File: src/sv/nres_pkg.sv
`default_nettype none
package nres_pkg;

  localparam int TILE_W     = 1518;
  localparam int TILE_H     = 1032;
  localparam int SKIP_LIMIT = 20000;
  localparam int RECIP_SH   = 30;

  localparam int QX_W    = 19;
  localparam int COORD_W = 16;
  localparam int ID_W    = 32;
  localparam int LOC_W   = 11;
  localparam int DIST_W  = 31;
  localparam int ABS_W   = 20;
  localparam int TIDX_W  = 16;

  // reciprocals for the query quotient, error of at most one below
  localparam int RECIP_X   = (1 << RECIP_SH) / TILE_W;
  localparam int RECIP_Y   = (1 << RECIP_SH) / TILE_H;
  localparam int RECIP_X_W = $clog2(RECIP_X + 1);
  localparam int RECIP_Y_W = $clog2(RECIP_Y + 1);

  localparam logic [DIST_W-1:0] DIST_INIT = DIST_W'(1 << 30);

  localparam int QDEPTH = 4;
  localparam int QPTR_W = $clog2(QDEPTH);

  localparam logic [1:0] OPC_QUERY  = 2'd0;
  localparam logic [1:0] OPC_ROAD   = 2'd1;
  localparam logic [1:0] OPC_FINISH = 2'd2;

  localparam logic KIND_TILE   = 1'b0;
  localparam logic KIND_SEARCH = 1'b1;

  typedef enum logic [1:0] {
    IT_QUERY,
    IT_ROAD,
    IT_FINISH
  } item_kind_t;

  typedef enum logic {
    QS_IDLE,
    QS_MUL
  } qstate_t;

  typedef struct packed {
    item_kind_t                 kind;
    logic [QX_W-1:0]            qx;
    logic [QX_W-1:0]            qy;
    logic signed [COORD_W-1:0]  sx;
    logic signed [COORD_W-1:0]  sy;
    logic signed [COORD_W-1:0]  ex;
    logic signed [COORD_W-1:0]  ey;
    logic [ID_W-1:0]            id;
  } item_t;

endpackage
`default_nettype wire

File: src/sv/nres_front.sv
`default_nettype none
module nres_front
  import nres_pkg::*;
(
  input  wire logic                       clk,
  input  wire logic                       rst,
  input  wire logic                       req_valid,
  output logic                            req_ready,
  input  wire logic [1:0]                 opcode,
  input  wire logic [QX_W-1:0]            query_x,
  input  wire logic [QX_W-1:0]            query_y,
  input  wire logic signed [COORD_W-1:0]  start_x,
  input  wire logic signed [COORD_W-1:0]  start_y,
  input  wire logic signed [COORD_W-1:0]  end_x,
  input  wire logic signed [COORD_W-1:0]  end_y,
  input  wire logic [ID_W-1:0]            road_id,
  output logic                            push_valid,
  input  wire logic                       push_ready,
  output item_t                           push_item
);

  logic  hold_valid;
  item_t hold_item;
  item_t dec;
  logic  keep;

  always_comb begin
    dec.kind = IT_FINISH;
    dec.qx   = query_x;
    dec.qy   = query_y;
    dec.sx   = start_x;
    dec.sy   = start_y;
    dec.ex   = end_x;
    dec.ey   = end_y;
    dec.id   = road_id;
    keep     = 1'b1;
    unique case (opcode)
      OPC_QUERY:  dec.kind = IT_QUERY;
      OPC_ROAD:   dec.kind = IT_ROAD;
      OPC_FINISH: dec.kind = IT_FINISH;
      default:    keep = 1'b0;  // unused opcode: no state change, no result
    endcase
  end

  assign req_ready  = !hold_valid || push_ready;
  assign push_valid = hold_valid;
  assign push_item  = hold_item;

  always_ff @(posedge clk) begin
    if (rst) begin
      hold_valid <= 1'b0;
    end else if (req_ready) begin
      hold_valid <= req_valid && keep;
    end
  end

  always_ff @(posedge clk) begin
    if (req_valid && req_ready) begin
      hold_item <= dec;
    end
  end

endmodule
`default_nettype wire

File: src/sv/nres_queue.sv
`default_nettype none
module nres_queue
  import nres_pkg::*;
(
  input  wire logic  clk,
  input  wire logic  rst,
  input  wire logic  push_valid,
  output logic       push_ready,
  input  wire item_t push_item,
  output logic       pop_valid,
  input  wire logic  pop_ready,
  output item_t      pop_item
);

  item_t             slots [QDEPTH];
  logic [QPTR_W-1:0] wr_ptr;
  logic [QPTR_W-1:0] rd_ptr;
  logic [QPTR_W:0]   count;
  logic              push_fire;
  logic              pop_fire;

  assign push_ready = count != (QPTR_W+1)'(QDEPTH);
  assign pop_valid  = count != '0;
  assign pop_item   = slots[rd_ptr];
  assign push_fire  = push_valid && push_ready;
  assign pop_fire   = pop_valid && pop_ready;

  always_ff @(posedge clk) begin
    if (rst) begin
      wr_ptr <= '0;
      rd_ptr <= '0;
      count  <= '0;
    end else begin
      if (push_fire) begin
        wr_ptr <= wr_ptr + 1'b1;
      end
      if (pop_fire) begin
        rd_ptr <= rd_ptr + 1'b1;
      end
      if (push_fire && !pop_fire) begin
        count <= count + 1'b1;
      end else if (pop_fire && !push_fire) begin
        count <= count - 1'b1;
      end
    end
  end

  always_ff @(posedge clk) begin
    if (push_fire) begin
      slots[wr_ptr] <= push_item;
    end
  end

endmodule
`default_nettype wire

File: src/sv/nres_back.sv
`default_nettype none
module nres_back
  import nres_pkg::*;
(
  input  wire logic                  clk,
  input  wire logic                  rst,
  input  wire logic                  pop_valid,
  output logic                       pop_ready,
  input  wire item_t                 pop_item,
  output logic                       res_valid,
  input  wire logic                  res_ready,
  output logic                       kind,
  output logic [TIDX_W-1:0]          tile_index,
  output logic                       found,
  output logic                       at_start,
  output logic signed [ABS_W-1:0]    near_x,
  output logic signed [ABS_W-1:0]    near_y,
  output logic [ID_W-1:0]            best_id
);

  localparam logic [RECIP_X_W-1:0] RECIP_X_V = RECIP_X_W'(RECIP_X);
  localparam logic [RECIP_Y_W-1:0] RECIP_Y_V = RECIP_Y_W'(RECIP_Y);
  localparam logic [QX_W-1:0]      TILE_W_Q  = QX_W'(TILE_W);
  localparam logic [QX_W-1:0]      TILE_H_Q  = QX_W'(TILE_H);
  localparam logic [ABS_W-1:0]     TILE_W_A  = ABS_W'(TILE_W);
  localparam logic [ABS_W-1:0]     TILE_H_A  = ABS_W'(TILE_H);
  localparam logic [COORD_W-1:0]   SKIP_V    = COORD_W'(SKIP_LIMIT);

  function automatic logic [COORD_W-1:0] mag17(input logic signed [COORD_W:0] d);
    logic signed [COORD_W:0] n;
    n = -d;
    return d[COORD_W] ? n[COORD_W-1:0] : d[COORD_W-1:0];
  endfunction

  // ---------------- stage A: query divide, candidate squares ----------------
  qstate_t qstate, qstate_next;
  logic [QX_W+RECIP_X_W-1:0] prod_x;
  logic [QX_W+RECIP_Y_W-1:0] prod_y;
  logic [LOC_W-1:0]          local_qx;
  logic [LOC_W-1:0]          local_qy;

  logic                      a_load;
  logic                      a_free;

  logic [QX_W-1:0]   qhat_x, qhat_y, rem_x_raw, rem_y_raw, quot_x, quot_y;
  logic [QX_W-1:0]   rem_x, rem_y;
  logic [2*QX_W-1:0] back_x, back_y;
  logic              corr_x, corr_y;
  logic [TIDX_W-1:0] tile_calc;

  logic [COORD_W-1:0] ax, ay, bx, by;
  logic               skip;
  logic [2*COORD_W-1:0] sq_ax, sq_ay, sq_bx, sq_by;

  always_comb begin
    qhat_x    = QX_W'(prod_x >> RECIP_SH);
    qhat_y    = QX_W'(prod_y >> RECIP_SH);
    back_x    = qhat_x * TILE_W_Q;
    back_y    = qhat_y * TILE_H_Q;
    rem_x_raw = pop_item.qx - back_x[QX_W-1:0];
    rem_y_raw = pop_item.qy - back_y[QX_W-1:0];
    corr_x    = rem_x_raw >= TILE_W_Q;
    corr_y    = rem_y_raw >= TILE_H_Q;
    quot_x    = qhat_x + QX_W'(corr_x);
    quot_y    = qhat_y + QX_W'(corr_y);
    rem_x     = corr_x ? rem_x_raw - TILE_W_Q : rem_x_raw;
    rem_y     = corr_y ? rem_y_raw - TILE_H_Q : rem_y_raw;
    tile_calc = TIDX_W'({quot_x, 8'h00} + (QX_W+8)'(quot_y));
  end

  always_comb begin
    ax    = mag17($signed({pop_item.sx[COORD_W-1], pop_item.sx})
                  - $signed({(COORD_W+1-LOC_W)'(0), local_qx}));
    ay    = mag17($signed({pop_item.sy[COORD_W-1], pop_item.sy})
                  - $signed({(COORD_W+1-LOC_W)'(0), local_qy}));
    bx    = mag17($signed({pop_item.ex[COORD_W-1], pop_item.ex})
                  - $signed({(COORD_W+1-LOC_W)'(0), local_qx}));
    by    = mag17($signed({pop_item.ey[COORD_W-1], pop_item.ey})
                  - $signed({(COORD_W+1-LOC_W)'(0), local_qy}));
    skip  = (ax > SKIP_V) || (ay > SKIP_V);
    sq_ax = ax * ax;
    sq_ay = ay * ay;
    sq_bx = bx * bx;
    sq_by = by * by;
  end

  // queries wait in QS_MUL for the registered reciprocal multiply before they leave
  always_comb begin
    qstate_next = qstate;
    pop_ready   = 1'b0;
    a_load      = 1'b0;
    if (pop_valid) begin
      unique case (pop_item.kind)
        IT_QUERY: begin
          if (qstate == QS_IDLE) begin
            qstate_next = QS_MUL;
          end else if (a_free) begin
            qstate_next = QS_IDLE;
            pop_ready   = 1'b1;
            a_load      = 1'b1;
          end
        end
        IT_ROAD: begin
          pop_ready = a_free;
          a_load    = a_free && !skip;
        end
        IT_FINISH: begin
          pop_ready = a_free;
          a_load    = a_free;
        end
        default: pop_ready = 1'b1;
      endcase
    end
  end

  always_ff @(posedge clk) begin
    if (rst) begin
      qstate <= QS_IDLE;
    end else begin
      qstate <= qstate_next;
    end
  end

  always_ff @(posedge clk) begin
    if (rst) begin
      local_qx <= '0;
      local_qy <= '0;
    end else if (a_load && pop_item.kind == IT_QUERY) begin
      local_qx <= rem_x[LOC_W-1:0];
      local_qy <= rem_y[LOC_W-1:0];
    end
  end

  always_ff @(posedge clk) begin
    if (qstate == QS_IDLE) begin
      prod_x <= pop_item.qx * RECIP_X_V;
      prod_y <= pop_item.qy * RECIP_Y_V;
    end
  end

  // ---------------- A to B register ----------------
  logic                      ab_valid;
  item_kind_t                ab_kind;
  logic [TIDX_W-1:0]         ab_tile;
  logic [DIST_W-1:0]         ab_sq_ax, ab_sq_ay, ab_sq_bx, ab_sq_by;
  logic signed [COORD_W-1:0] ab_sx, ab_sy, ab_ex, ab_ey;
  logic [ID_W-1:0]           ab_id;

  logic out_free;
  logic b_needs_out;
  logic b_go;

  assign out_free    = !res_valid || res_ready;
  assign b_needs_out = ab_kind != IT_ROAD;
  assign b_go        = ab_valid && (!b_needs_out || out_free);
  assign a_free      = !ab_valid || b_go;

  always_ff @(posedge clk) begin
    if (rst) begin
      ab_valid <= 1'b0;
    end else if (a_free) begin
      ab_valid <= a_load;
    end
  end

  always_ff @(posedge clk) begin
    if (a_load) begin
      ab_kind  <= pop_item.kind;
      ab_tile  <= tile_calc;
      ab_sq_ax <= sq_ax[DIST_W-1:0];
      ab_sq_ay <= sq_ay[DIST_W-1:0];
      ab_sq_bx <= sq_bx[DIST_W-1:0];
      ab_sq_by <= sq_by[DIST_W-1:0];
      ab_sx    <= pop_item.sx;
      ab_sy    <= pop_item.sy;
      ab_ex    <= pop_item.ex;
      ab_ey    <= pop_item.ey;
      ab_id    <= pop_item.id;
    end
  end

  // ---------------- stage B: compare, best update, report ----------------
  logic [DIST_W-1:0]         best_dist;
  logic                      have_best;
  logic                      best_at_start;
  logic signed [COORD_W-1:0] best_px, best_py;
  logic [ID_W-1:0]           best_road;

  logic [DIST_W:0]    d1, d2, t;
  logic               start_wins;
  logic               better;
  logic [ABS_W-1:0]   col_off, row_off, abs_x, abs_y;

  always_comb begin
    d1         = {1'b0, ab_sq_ax} + {1'b0, ab_sq_ay};
    d2         = {1'b0, ab_sq_bx} + {1'b0, ab_sq_by};
    start_wins = !(d2 < d1);
    t          = start_wins ? d1 : d2;
    better     = t < {1'b0, best_dist};
    col_off    = ABS_W'({(ABS_W-8)'(0), best_road[31:24]} * TILE_W_A);
    row_off    = ABS_W'({(ABS_W-8)'(0), best_road[23:16]} * TILE_H_A);
    abs_x      = ABS_W'($signed(best_px)) + col_off;
    abs_y      = ABS_W'($signed(best_py)) + row_off;
  end

  always_ff @(posedge clk) begin
    if (rst) begin
      best_dist     <= DIST_INIT;
      have_best     <= 1'b0;
      best_at_start <= 1'b0;
      best_px       <= '0;
      best_py       <= '0;
      best_road     <= '0;
    end else if (b_go) begin
      if (ab_kind == IT_QUERY) begin
        best_dist     <= DIST_INIT;
        have_best     <= 1'b0;
        best_at_start <= 1'b0;
        best_px       <= '0;
        best_py       <= '0;
        best_road     <= '0;
      end else if (ab_kind == IT_ROAD && better) begin
        best_dist     <= t[DIST_W-1:0];
        have_best     <= 1'b1;
        best_at_start <= start_wins;
        best_px       <= start_wins ? ab_sx : ab_ex;
        best_py       <= start_wins ? ab_sy : ab_ey;
        best_road     <= ab_id;
      end
    end
  end

  always_ff @(posedge clk) begin
    if (rst) begin
      res_valid <= 1'b0;
    end else if (b_go && b_needs_out) begin
      res_valid <= 1'b1;
    end else if (res_ready) begin
      res_valid <= 1'b0;
    end
  end

  always_ff @(posedge clk) begin
    if (b_go && b_needs_out) begin
      if (ab_kind == IT_QUERY) begin
        kind       <= KIND_TILE;
        tile_index <= ab_tile;
        found      <= 1'b0;
        at_start   <= 1'b0;
        near_x     <= '0;
        near_y     <= '0;
        best_id    <= '0;
      end else begin
        // nothing found leaves the best registers cleared, so all zero
        kind       <= KIND_SEARCH;
        tile_index <= '0;
        found      <= have_best;
        at_start   <= best_at_start;
        near_x     <= abs_x;
        near_y     <= abs_y;
        best_id    <= best_road;
      end
    end
  end

endmodule
`default_nettype wire

File: src/sv/nearest_road_endpoint_search_top.sv
// Path: front hold register, queue, stage A, A-to-B register, result register.
// Throughput: one candidate or finish per cycle unless the result output stalls; a query
//   holds the execute stage for the reciprocal multiply, then the remainder correction.
// A 4-entry queue between decode and execute absorbs output stalls.
// Reset: synchronous, clears queue, pipeline valids, query point and search state.
`default_nettype none
module nearest_road_endpoint_search_top
  import nres_pkg::*;
(
  input  wire logic                       clk,
  input  wire logic                       rst,
  input  wire logic                       req_valid,
  output logic                            req_ready,
  input  wire logic [1:0]                 opcode,
  input  wire logic [QX_W-1:0]            query_x,
  input  wire logic [QX_W-1:0]            query_y,
  input  wire logic signed [COORD_W-1:0]  start_x,
  input  wire logic signed [COORD_W-1:0]  start_y,
  input  wire logic signed [COORD_W-1:0]  end_x,
  input  wire logic signed [COORD_W-1:0]  end_y,
  input  wire logic [ID_W-1:0]            road_id,
  output logic                            res_valid,
  input  wire logic                       res_ready,
  output logic                            kind,
  output logic [TIDX_W-1:0]               tile_index,
  output logic                            found,
  output logic                            at_start,
  output logic signed [ABS_W-1:0]         near_x,
  output logic signed [ABS_W-1:0]         near_y,
  output logic [ID_W-1:0]                 best_id
);

  logic  push_valid, push_ready;
  item_t push_item;
  logic  pop_valid, pop_ready;
  item_t pop_item;

  nres_front u_front (
    .clk        (clk),
    .rst        (rst),
    .req_valid  (req_valid),
    .req_ready  (req_ready),
    .opcode     (opcode),
    .query_x    (query_x),
    .query_y    (query_y),
    .start_x    (start_x),
    .start_y    (start_y),
    .end_x      (end_x),
    .end_y      (end_y),
    .road_id    (road_id),
    .push_valid (push_valid),
    .push_ready (push_ready),
    .push_item  (push_item)
  );

  nres_queue u_queue (
    .clk        (clk),
    .rst        (rst),
    .push_valid (push_valid),
    .push_ready (push_ready),
    .push_item  (push_item),
    .pop_valid  (pop_valid),
    .pop_ready  (pop_ready),
    .pop_item   (pop_item)
  );

  nres_back u_back (
    .clk        (clk),
    .rst        (rst),
    .pop_valid  (pop_valid),
    .pop_ready  (pop_ready),
    .pop_item   (pop_item),
    .res_valid  (res_valid),
    .res_ready  (res_ready),
    .kind       (kind),
    .tile_index (tile_index),
    .found      (found),
    .at_start   (at_start),
    .near_x     (near_x),
    .near_y     (near_y),
    .best_id    (best_id)
  );

endmodule
`default_nettype wire

File: config.mk
export PLATFORM = sky130hd
export DESIGN_NAME = nearest_road_endpoint_search_top
export DESIGN_NICKNAME = d
export VERILOG_FILES = /design/src/sv/nres_pkg.sv /design/src/sv/nres_front.sv /design/src/sv/nres_queue.sv /design/src/sv/nres_back.sv /design/src/sv/nearest_road_endpoint_search_top.sv
export SDC_FILE = /design/constraint.sdc
export NUM_CORES = 2
export LEC_CHECK = 0
export BUFFER_PORTS_ARGS = -buffer_cell sky130_fd_sc_hd__buf_2
export CORE_MARGIN = 1.5
export CORE_UTILIZATION = 30
export CTS_CLUSTER_SIZE = 28
export DETAILED_ROUTE_END_ITERATION = 8
export GPL_ROUTABILITY_DRIVEN = 0
export PLACE_DENSITY_LB_ADDON = 0.12
export SETUP_SLACK_MARGIN = 0.02
export SLEW_MARGIN = 10
export SYNTH_ARGS = -nofsm -noshare
export SYNTH_HDL_FRONTEND = slang
export SYNTH_SLANG_ARGS = --single-unit
File: constraint.sdc
create_clock -name clk -period 20.5 [get_ports clk]
set_clock_uncertainty 0.2 [all_clocks]
set_input_delay 1.025 -clock clk [delete_from_list [all_inputs] [get_ports clk]]
set_output_delay 1.025 -clock clk [all_outputs]
set_load 0.005 [all_outputs]
==> reports/summary.txt <==
Fillers = 31307
Worst path max stage delay = 0.88 ns
Clk_lat worst skew = 0.84 ns
Postcts setup bufs = 0
Worst hold start = end_x[6]
Synth cell types = 105
Top FF cell, synth = edfxtp_1
Die height = 560.9 um
Area delta synth->final = 11.80%
Crit-path most repeated cell = fa_1
Die area = 0.3146 sq mm
Hold buffer count at CTS = 0
Max-Cap Viols = 0
Row count = 204
Hold Crit Class = in2reg
CTS sink cnt = 1155
TNS Setup = 0 ns
Register area = 0.03337 sq mm
Via count = 59557
Startpoint class of the critical path = flop
Syn_area_per_cell = 11.40 sq um
CTS max path bufs = 4
Vias in the first global route = 63533
Final ANT Viol Nets = 0
Post-layout minimum cycle time = 13.59 ns
Largest net degree at the start of global routing = 137
Hold Crit Depth = 1
Worst r2r path cells = 37
R2R Setup Slk = 6.91 ns
Dpl hpwl = 208.8 mm
Vias/cell = 4.685
Initial antenna violation count = 38
Root buffer cell = clkbuf_16
Register area share after synthesis = 35.72%
Share of layout cells above drive strength 1 = 8.873%
Area of the mapped netlist = 0.09339 sq mm
Hold Fails Final Rpt = 0
Part of the cycle the worst path needs = 66.31%
First-pass GRT wire length = 401.5 mm
Crit. End Element = flop
DRC = 0
Critical path arrival = 13.97 ns
CTS clk-pin slew, worst paths = 0.07 ns
Worst Setup Path Type = reg2reg
Critical path fanouts, max = 78
Worst Hold End = u_front.push_item[54]
RSZ-0062 raised after global routing = false
CP required = 20.88 ns
Post-layout nets = 10583
Reg-to-Reg End = u_back.ab_sq_ay[30]
GRT Util Overall = 16.93%
WL final = 265.0 mm
Resize count post-CTS = 0
Least-Margin Pin Slew = 1.150 ns
PortBufs = 232
I/O pin cnt = 233
Slowest stage cell, crit path = a2111oi_0
Area of the multi-input gates = 0.05328 sq mm
Syn Nets = 10285
Post-synthesis register bit count = 1155
Synth warnings = 0
Asr flop ratio synth = 0%
Fin. max-slew vios = 0
Core Box Area = 0.3094 sq mm
Slew HR = 22.77%
Global route overflow = 0
Max Clk Rate = 73.57 MHz
Post-synth EDFFs = 1023
WL per Instance = 20.84 um
Mapped Cells = 8189
Run status = finished clean
TritonCTS clock tree = built
First-pass iteration count of the detailed router = 7
Initial Utilization = 30.19%
Die Width = 560.9 um
Final setup viols = 0
1st-iter DRT viols = 3372
H-tree levels = 4
Number of buffers created by CTS = 142
through the flow:
| stage | cells | hold WS (ns) | utilization (%) | setup WS (ns) | area [sq um] |
|---|---|---|---|---|---|
| finish | 12712 | 0.1704 | 33.75 | 6.907 | 104400 |
| global route | 12711 | 0.1046 | 33.75 | 6.070 | 104400 |
| CTS | 12707 | 0.09184 | 33.74 | 6.897 | 104400 |
| detailed placement | 12462 | 0.2474 | 32.29 | 6.929 | 99880 |
| global placement | 12462 | 0.2409 | 32.29 | 7.138 | 99880 |
| floorplan | 8189 | 0.2325 | - | 3.449 | 93390 |
sequential cells by signal (all words and copies together) (netlist names), 20 cells and up, named ones only:
name,count
u_back.ab_sq_by,30
u_back.ab_sq_bx,30
u_back.ab_sq_ax,30
u_back.near_y,20
u_back.best_dist,31
u_front.push_item,136
u_back.near_x,20
u_back.ab_sq_ay,30
u_back.best_id,32
u_back.ab_id,32
u_back.best_road,32
u_queue.slots,544
cell usage in the layout, fill, tap and decap left out, drive strengths merged, types with 45 or more instances in the layout:
master,n
a211oi,54
xor2,144
a21oi,323
nand2,449
and2,86
buf,329
nand3,175
nand2b,71
mux4,136
fa,947
o31ai,55
clkbuf,181
nor2,537
nor3,102
mux2i,45
o21a,53
a21o,107
clkinv,55
xnor2,287
dfxtp,132
nor2b,48
edfxtp,1023
o21ai,180
ha,1009
inv,1633
per-layer routing:
layer	vias up	share of wire, %	track usage, %
met5	-	0.015	0
met4	6	1.7	2.867
met3	278	3.2	1.759
met2	993	48	29.07
met1	30246	47	23.28
li1	28034	-	-
cell families (layout without fill, tap and decap cells):
group           Yosys count  after routing  synth area share, %
xor+xnor                431            431                4.110
fa+ha+maj              1956           1956                33.82
other cells               0              4                    0
flops                  1155           1155                35.72
compound gates         1011           1011                7.093
mux                     183            183                3.786
simple gates           1641           1641                8.138
buf+inv                1812           2211                7.330
area by class of cell:
cell class / instances / share of cell area, %
clock buffers: 181 / 3.692
diodes: 4 / 0.009587
flip-flops and latches: 1155 / 31.96
inverters: 1637 / 5.885
repair buffers: 329 / 1.867
well taps: 4120 / 4.937
multi-input cells: 5222 / 51.04
clock inverters: 64 / 0.6088
synthesized netlist by cell type (17+ instances only):
cell type     n  area (sq um)
a211oi_1     45         337.8
a21o_1      107         803.3
a21oi_1     321          1607
a31oi_1      26         162.7
and2_1       86         538.0
and3_1       26         162.7
clkbuf_1    147         551.8
dfxtp_1     132          2643
edfxtp_1   1023         30720
fa_1        947         18960
ha_1       1009         12620
inv_1      1621          6085
mux2i_1      45         450.4
mux4_2      136          3063
nand2_1     449          1685
nand2b_1     71         444.2
nand3_1     174         870.8
nand4_1      33         206.5
nor2_1      535          2008
nor2b_1      48         300.3
nor3_1       99         495.5
o211ai_1     17         127.6
o21a_1       53         397.9
o21ai_0     172         860.8
o21bai_1     41         307.8
o31ai_1      55         412.9
or2_2        22         137.6
or3_1        34         212.7
xnor2_1     286          2505
xor2_1      141          1235
critical path, delay by kind of cell, from the launching register on:
family                   cells  cell delay [ns]
multiplexers                 1             0.62
AND/OR/NAND/NOR              5             0.68
AO/OA/AOI/OAI               12             4.53
XOR/XNOR                     3             1.03
flip-flops                   1             0.64
adder cells (fa/ha/maj)      9             4.01
buffers and inverters        7             1.35
worst max-delay path by stage:
stage                     depth (start not counted)  startpoint                  end  slack (ns)
after floorplan                                  21        flop      u_back.ab_ex[0]        3.45
after global placement                           37        flop  u_back.ab_sq_ay[30]        7.14
after detailed placement                         37        flop  u_back.ab_sq_ay[30]        6.93
after CTS                                        37        flop  u_back.ab_sq_ay[30]        6.90
after global routing                             37        flop  u_back.ab_sq_ay[30]        6.07
final                                            37        flop  u_back.ab_sq_ay[30]        6.91
Power is not shown: default switching activity piles up to over one toggle a cycle in this logic, so the estimate is an artifact.
